==> config.mk <==
export PLATFORM = sky130hd
export DESIGN_NAME = sha_ctrl
export DESIGN_NICKNAME = d
export VERILOG_FILES = /design/src/sv/sha_pkg.sv /design/src/sv/sha_ctrl.sv
export SDC_FILE = /design/constraint.sdc
export NUM_CORES = 1
export LEC_CHECK = 0
export BUFFER_PORTS_ARGS = -buffer_cell sky130_fd_sc_hd__clkbuf_2
export CAP_MARGIN = 20
export CORE_ASPECT_RATIO = 1.4
export CORE_MARGIN = 2
export CORE_UTILIZATION = 54
export DETAILED_ROUTE_END_ITERATION = 7
export PLACE_DENSITY = 0.89
export SYNTH_ARGS = -nofsm -noshare
export SYNTH_HDL_FRONTEND = slang
export SYNTH_SLANG_ARGS = --single-unit
==> constraint.sdc <==
create_clock -name i_clk -period 2.22 [get_ports i_clk]
set_clock_uncertainty 0.05 [all_clocks]
set_input_delay 0.222 -clock i_clk [delete_from_list [all_inputs] [get_ports i_clk]]
set_output_delay 0.222 -clock i_clk [all_outputs]
set_load 0.005 [all_outputs]
==> src/sv/sha_pkg.sv <==
// Types, codes and constants for the stack heap allocator.
package sha_pkg;

    localparam int MAX_BLOCKS_DEF = 64;

    localparam int ADDR_W    = 32;
    localparam int SIZE_W    = 32;
    localparam int HDR_W     = 8;
    localparam int CMD_W     = 2;
    localparam int STATUS_W  = 3;
    localparam int CFG_W     = 32;
    localparam int CFG_IDX_W = 2;

    localparam logic [CMD_W-1:0] CMD_ALLOC   = 2'd0;
    localparam logic [CMD_W-1:0] CMD_FREE    = 2'd1;
    localparam logic [CMD_W-1:0] CMD_REALLOC = 2'd2;

    localparam logic [STATUS_W-1:0] ST_OK       = 3'd0;
    localparam logic [STATUS_W-1:0] ST_ZERO     = 3'd1;
    localparam logic [STATUS_W-1:0] ST_NOMEM    = 3'd2;
    localparam logic [STATUS_W-1:0] ST_FULL     = 3'd3;
    localparam logic [STATUS_W-1:0] ST_NOTFOUND = 3'd4;

    localparam logic [CFG_IDX_W-1:0] CFG_HEAP_BASE   = 2'd0;
    localparam logic [CFG_IDX_W-1:0] CFG_HEAP_LIMIT  = 2'd1;
    localparam logic [CFG_IDX_W-1:0] CFG_HEADER_SIZE = 2'd2;

    localparam logic [ADDR_W-1:0] HEAP_BASE_RST   = 32'd0;
    localparam logic [ADDR_W-1:0] HEAP_LIMIT_RST  = 32'd65536;
    localparam logic [HDR_W-1:0]  HEADER_SIZE_RST = 8'd32;

    typedef struct packed {
        logic [CMD_W-1:0]  cmd;
        logic [ADDR_W-1:0] addr;
        logic [SIZE_W-1:0] req_size;
    } t_req;

    typedef struct packed {
        logic [ADDR_W-1:0]   result_addr;
        logic [STATUS_W-1:0] status;
        logic [ADDR_W-1:0]   copy_src;
        logic [SIZE_W-1:0]   copy_len;
    } t_rsp;

    // One datapath operation per cycle, issued by the controller.
    typedef enum logic [3:0] {
        OP_NONE,
        OP_LOAD,
        OP_RES_ADDR,
        OP_NOTFOUND,
        OP_SRCH_INIT,
        OP_SRCH_RD,
        OP_SRCH_NEXT,
        OP_MARK,
        OP_POP_BASE,
        OP_POP_RD,
        OP_POP_DEC,
        OP_POP_BRK,
        OP_ALLOC_CALC,
        OP_ALLOC_COMMIT,
        OP_ALLOC_FAIL,
        OP_OUT_LOAD
    } t_dp_op;

    typedef struct packed {
        logic [CMD_W-1:0] cmd;
        logic             addr_zero;
        logic             size_zero;
        logic             count_zero;
        logic             idx_zero;
        logic             match;
        logic             fits;
        logic             rd_used;
        logic             alloc_ok;
        logic             out_free;
    } t_dp_sts;

endpackage

==> src/sv/sha_ctrl.sv <==
// Sequencing state machine for the stack heap allocator.
module sha_ctrl (
    input  logic             i_clk,
    input  logic             i_rst_n,
    input  logic             i_in_valid,
    output logic             o_in_stall,
    input  sha_pkg::t_dp_sts i_sts,
    output sha_pkg::t_dp_op  o_op
);
    import sha_pkg::*;

    typedef enum logic [8:0] {
        S_IDLE   = 9'b000000001,
        S_DECODE = 9'b000000010,
        S_SRD    = 9'b000000100,
        S_SCMP   = 9'b000001000,
        S_PRD    = 9'b000010000,
        S_PCMP   = 9'b000100000,
        S_ACALC  = 9'b001000000,
        S_ACHK   = 9'b010000000,
        S_DONE   = 9'b100000000
    } t_state;

    t_state r_state, n_state;
    logic   is_free;

    assign is_free    = (i_sts.cmd == CMD_FREE);
    assign o_in_stall = (r_state != S_IDLE);

    always_comb begin
        n_state = r_state;
        o_op    = OP_NONE;
        case (r_state)
            S_IDLE: begin
                if (i_in_valid) begin
                    o_op    = OP_LOAD;
                    n_state = S_DECODE;
                end
            end
            S_DECODE: begin
                case (i_sts.cmd)
                    CMD_ALLOC: n_state = S_ACALC;
                    CMD_FREE: begin
                        if (i_sts.addr_zero) begin
                            n_state = S_DONE;
                        end else if (i_sts.count_zero) begin
                            o_op    = OP_NOTFOUND;
                            n_state = S_PRD;
                        end else begin
                            o_op    = OP_SRCH_INIT;
                            n_state = S_SRD;
                        end
                    end
                    CMD_REALLOC: begin
                        if (i_sts.addr_zero) begin
                            n_state = S_ACALC;
                        end else if (i_sts.size_zero) begin
                            o_op    = OP_RES_ADDR;
                            n_state = S_DONE;
                        end else if (i_sts.count_zero) begin
                            o_op    = OP_NOTFOUND;
                            n_state = S_DONE;
                        end else begin
                            o_op    = OP_SRCH_INIT;
                            n_state = S_SRD;
                        end
                    end
                    default: n_state = S_DONE;
                endcase
            end
            S_SRD: begin
                o_op    = OP_SRCH_RD;
                n_state = S_SCMP;
            end
            S_SCMP: begin
                if (i_sts.match) begin
                    if (!is_free && i_sts.fits) begin
                        o_op    = OP_RES_ADDR;
                        n_state = S_DONE;
                    end else begin
                        o_op    = OP_MARK;
                        n_state = S_PRD;
                    end
                end else if (i_sts.idx_zero) begin
                    o_op    = OP_NOTFOUND;
                    n_state = is_free ? S_PRD : S_DONE;
                end else begin
                    o_op    = OP_SRCH_NEXT;
                    n_state = S_SRD;
                end
            end
            S_PRD: begin
                if (i_sts.count_zero) begin
                    o_op    = OP_POP_BASE;
                    n_state = is_free ? S_DONE : S_ACALC;
                end else begin
                    o_op    = OP_POP_RD;
                    n_state = S_PCMP;
                end
            end
            S_PCMP: begin
                if (i_sts.rd_used) begin
                    o_op    = OP_POP_BRK;
                    n_state = is_free ? S_DONE : S_ACALC;
                end else begin
                    o_op    = OP_POP_DEC;
                    n_state = S_PRD;
                end
            end
            S_ACALC: begin
                o_op    = OP_ALLOC_CALC;
                n_state = S_ACHK;
            end
            S_ACHK: begin
                o_op    = i_sts.alloc_ok ? OP_ALLOC_COMMIT : OP_ALLOC_FAIL;
                n_state = S_DONE;
            end
            S_DONE: begin
                if (i_sts.out_free) begin
                    o_op    = OP_OUT_LOAD;
                    n_state = S_IDLE;
                end
            end
            default: n_state = S_IDLE;
        endcase
    end

    always_ff @(posedge i_clk) begin
        if (!i_rst_n) begin
            r_state <= S_IDLE;
        end else begin
            r_state <= n_state;
        end
    end

endmodule

==> results of run 1 <==
## worst register-to-register path: stages, from the launching register on
cell and delay (ps):
dfxtp_2 380, or2_1 270, or4_4 470, or3_1 360, a21boi_0 240, o221a_1 220
## area by class of cell
class | count | area share
flip-flops and latches | 9 | 0.161
repair buffers | 23 | 0.108
inverters | 9 | 0.0286
well taps | 20 | 0.0212
clock buffers | 4 | 0.0223
multi-input cells | 112 | 0.659
## cell families after synthesis
group                      after synthesis  share of synthesized area
AOI/OAI and AO/OA                       37                      0.250
xor gates and xnor gates                 2                     0.0175
adders and majority gates                4                     0.0501
buffers and inverters                   19                     0.0801
DFF                                      9                      0.180
muxes                                    1                     0.0113
and+or+nand+nor                         68                      0.411
## path summary, 6_finish.rpt
path / from / cells past startpoint / end
max: r_state[0]$_SDFFE_PN1P_ / 6 / o_op[2]
min: i_in_valid / 3 / r_state[1]$_SDFFE_PN0P_
max reg2reg: r_state[2]$_SDFFE_PN0P_ / 5 / r_state[8]$_SDFFE_PN0P_
min reg2reg: r_state[2]$_SDFFE_PN0P_ / 2 / r_state[3]$_SDFFE_PN0P_
## stage by stage
step                power (mW)  setup TNS (ps)  hold WS [ps]  cell area, sq um
floorplan                0.303               0           286              1000
global placement         0.358               0           428              1110
detailed placement       0.367               0           443              1110
CTS                      0.508               0           144              1140
global route             0.568           -12.3           132              1180
finish                   0.539               0           134              1180
## what timing repair did
| action | in CTS | in global routing |
|---|---|---|
| endpoints found under the hold margin | 0 | 0 |
| buffers inserted | 0 | 0 |
| resized for setup | 2 | 12 |
| endpoints found under the setup margin | 1 | 2 |
## Yosys cell counts, drive strengths merged (2+ instances only)
cell	number
or4	2
nor3	9
nand2	11
or3	5
nor2	7
o221ai	3
buf	2
nor2b	2
or2	3
nor3b	2
a21oi	9
nor4	2
o31ai	2
nor4b	5
dfxtp	9
nand2b	4
o21ai	8
nand3b	4
inv	9
a31oi	2
clkbuf	8
o211ai	2
nand3	5
ha	4
o21a	3
nand4	2
## per-layer routing
metal / global-route usage / vias up
li1: - / 554
met2: 0.540 / 82
met5: 0 / -
met1: 0.367 / 540
met3: 0.0600 / 23
met4: 0.194 / 0
## where the power goes
part | internal, mW | switching [mW] | leakage [nW]
clock | 0.0701 | 0.0757 | 0.0150
combinational | 0.0914 | 0.109 | 0.416
sequential | 0.172 | 0.0213 | 0.0756
total | 0.333 | 0.206 | 0.506
==> impl_metrics.ini, run 1 <==
[status]
status = finished clean

[finish]
utilization = 0.672
regMostFlops = r_state
fill_cells = 138
syn_to_final_growth_pct = 18.0
final_cell_mix = 18 x clkbuf_2, 11 x nand2_1, 9 x inv_1
reg_top3 = r_state (9)
largest_reg_flops = 9
antenna_cells = 0
ff_latch_area_sq_um = 190
final_common_cell = clkbuf_2
multiInputGateArea_sq_um = 777
layout.nets = 176
layout-drive-gt1-share = 0.293
instances_no_fill = 177

[die]
die-area_sq_um = 2220
die_w_um = 40.4
die_h_um = 54.9
io_pins = 19
std_cell_rows = 18
core_sq_um = 1760
start_util = 0.569

[synthesis]
ys_seq_area_frac = 0.180
syn-cell-area_sq_um = 1000
yosys_warnings = 0
ys_types = 47
synth_top_area_cell = dfxtp_1
ys_ff_latch = 9
synth_fp_nets = 158
async_reset_ff_frac = 0
avgSynthCellArea_sq_um = 7.14
synthCells = 140
synth_flop_cell = dfxtp_1
synth_top_cell_area_share = 0.180
synth_area_leaders = dfxtp_1 18%, ha_1 5.0%, a21oi_1 4.5%
synth_edf_count = 0

[timing]
slew_viol_final = 0
min_period_ps = 2160
tightest_slew_ps = 551
fin_crit_sh = 0.975
slew_headroom = 0.632
hold_viol_final = 0
setup_violations = 0
setup_ws_ps = 56.4
max_freq_ghz = 0.462

[clock_network]
numClockSinks = 9
cts_buffers = 3
cts_buffer_depth = 2
clk_latency_ps = 290
cts_hold_buf = 0
clk_pin_slew_ps = 70
cts-root-buf = clkbuf_4
cts_max_level = 1
cts_tree = done

[global_route]
grt_pass1_vias = 1051
grt_pass1_wl_um = 4830
grt_max_degree = 16
track_usage = 0.323
overflow = 0
antenna_found_initial = 0

[setup_path]
cp.arrival_ps = 1890
slowest_delay_ps = 410
worst_setup_path_end_kind = output pin
crit_type = reg -> out
crit_path_cell_trace = or3_4, or2_2, a2bb2oi_1, o22ai_1, a22o_1, clkbuf_2
cp-start-kind = flip-flop
cpMaxStageDelayCell = or3_4
cp_num_buf_inv = 1
cp.required_ps = 1950
critPathMaxFanout = 9
ff2ff_setup_slack_ps = 180
cp_top_family = simple AND/OR/NAND/NOR gates

[route]
drtIter0Drc = 107
dr.max_layer_used = met4
wl_per_cell_um = 17.2
ant_nets = 0
vias = 1199
drc_errors = 0
dr.pass1.iters = 4
wl_met3_um = 217
dr_wl_met2_um = 1540
viasPerCell = 6.77
wirelength_met1_um = 1110
drt_wl_total_um = 3040

[placement]
port_buffers = 18
place_hpwl_um = 2130
finalWeightedCongestion = 0.935
dpl.cell_count = 173
pre_cts_ws_ps = 219

[power_and_ir_drop]
p_per_area_nw_per_um2 = 457
leakagePower_nw = 0.506
irDropWorstVdd_mv = 0.319

[hold_path]
hp-class = in -> reg

[job]
drv_cap = 0
No activity file was read; power rests on OpenSTA's default activity.
==> inputs of run 2 (changes only) <==
Settings changed: SETUP_SLACK_MARGIN set to 0.2.
==> impl_metrics.ini, run 2 (same netlist as run 1, synthesis figures left out) <==
[timing]
setup_violations = 0
fin_crit_sh = 0.947
hold_viol_final = 0
rsz0062_at_grt = true
min_period_ps = 2100
tightest_slew_ps = 368
max_freq_ghz = 0.476
fin_hold_ws_ps = 149
slew_headroom = 0.753
slew_viol_final = 0
fin_setup_tns_ps = 0

[placement]
finalWeightedCongestion = 0.935
dpl_cell_area_sq_um = 1110
port_buffers = 18
place_hpwl_um = 2130
dpl.cell_count = 173

[setup_path]
crit_path_cell_trace = or2_4, or4_4, nor3_4, a21oi_1, o221ai_1, clkbuf_2
cp_num_buf_inv = 1
r2r-end = r_state[8]$_SDFFE_PN0P_
cp.arrival_ps = 1830
critPathMaxFanout = 6
ff2ff_setup_slack_ps = 210
cp.required_ps = 1950
cp_top_family = simple AND/OR/NAND/NOR gates
worst_setup_path_end_kind = output pin
cp-start-kind = flip-flop
crit_type = reg -> out
cpMaxStageDelayCell = or4_4
regToRegStartpoint = r_state[2]$_SDFFE_PN0P_
slowest_delay_ps = 470
r2r_cells = 5

[finish]
multiInputGateArea_sq_um = 820
final_area_sq_um = 1290
fill_cells = 131
instances_no_fill = 185
final_cell_mix = 18 x clkbuf_2, 13 x buf_4, 11 x nand2_1
antenna_cells = 0
final_common_cell = clkbuf_2
layout.nets = 184
largest_reg_flops = 9
ff_latch_area_sq_um = 199
layout-drive-gt1-share = 0.364
syn_to_final_growth_pct = 29.2
regMostFlops = r_state
utilization = 0.735
reg_top3 = r_state (9)

[hold_path]
min_to = r_state[1]$_SDFFE_PN0P_
whs_path_depth = 3
min-delay-start = i_in_valid
hp-class = in -> reg

[die]
die_w_um = 40.4
io_pins = 19
start_util = 0.569
core_sq_um = 1760
std_cell_rows = 18
die-area_sq_um = 2220
die_h_um = 54.9

[global_route]
grt_pass1_vias = 1121
met1_usage = 0.414
track_usage = 0.341
grt_max_degree = 16
globalRouteMet2Util = 0.566
grt_pass1_wl_um = 5170
overflow = 0
antenna_found_initial = 0
grt.busiest_layer = met2
use_met3 = 0.0280

[route]
drtIter0Drc = 90
vias = 1240
drt_wl_total_um = 3170
dr.pass1.iters = 5
viasPerCell = 6.70
ant_nets = 0
drc_errors = 0
wl_per_cell_um = 17.2

[clock_network]
cts_tree = done
clk_pin_slew_ps = 70
cts_buffers = 3
cts_max_level = 1
clk_latency_ps = 280
cts_hold_buf = 0
numClockSinks = 9
cts-root-buf = clkbuf_4
cts_buffer_depth = 2

[status]
status = finished clean

[job]
drv_cap = 0

[power_and_ir_drop]
p_per_area_nw_per_um2 = 430
irDropWorstVdd_mv = 0.433
leakagePower_nw = 0.553
[run 2: changes by cell type in the layout (fill, tap and decap cells not counted), sizes merged]
cell	delta
buf	+8
[run 2: repair_timing]
item / CTS / global route
pin swaps: 4 / 6
setup endpoints to repair: 5 / 5
resized for setup: 18 / 9
setup buffers: 6 / 2
[run 2: worst register-to-register path, cell delays in order (launching register included)]
cell,delay (ps)
dfxtp_4,370
or2_4,260
or4_4,470
or3_1,360
a21boi_0,220
o221a_1,210
[run 2: worst max-delay path by stage]
stage | to | slack, ps | startpoint | cells after the start
after detailed placement | r_state[8]$_SDFFE_PN0P_ | 220 | r_state[2]$_SDFFE_PN0P_ | 5
after CTS | o_op[0] | 160 | r_state[5]$_SDFFE_PN0P_ | 6
after global placement | o_op[0] | 280 | r_state[6]$_SDFFE_PN0P_ | 6
after global routing | o_op[2] | 20 | r_state[0]$_SDFFE_PN1P_ | 7
final | o_op[0] | 120 | r_state[2]$_SDFFE_PN0P_ | 6
after floorplan | r_state[8]$_SDFFE_PN0P_ | 300 | r_state[2]$_SDFFE_PN0P_ | 6
[run 2: area by class of cell]
class	count	area share
multi-input combinational	112	0.635
sequential	9	0.154
timing repair buffer	31	0.145
inverter	9	0.0262
clock buffer	4	0.0203
tap	20	0.0194
[run 2: through the flow]
step | power [mW] | setup WS, ps
floorplan | 0.303 | 300
global placement | 0.358 | 279
detailed placement | 0.367 | 219
CTS | 0.526 | 156
global route | 0.582 | 17.8
finish | 0.555 | 118
[run 2: routing by layer]
metal	up-vias	wire (um)
li1	573	-
met1	554	1150
met2	92	1610
met3	21	249
met4	0	168
met5	-	0
[run 2: power by group]
| part | internal, mW | switching (mW) |
|---|---|---|
| clock | 0.0698 | 0.0708 |
| sequential | 0.168 | 0.0200 |
| combinational | 0.108 | 0.119 |
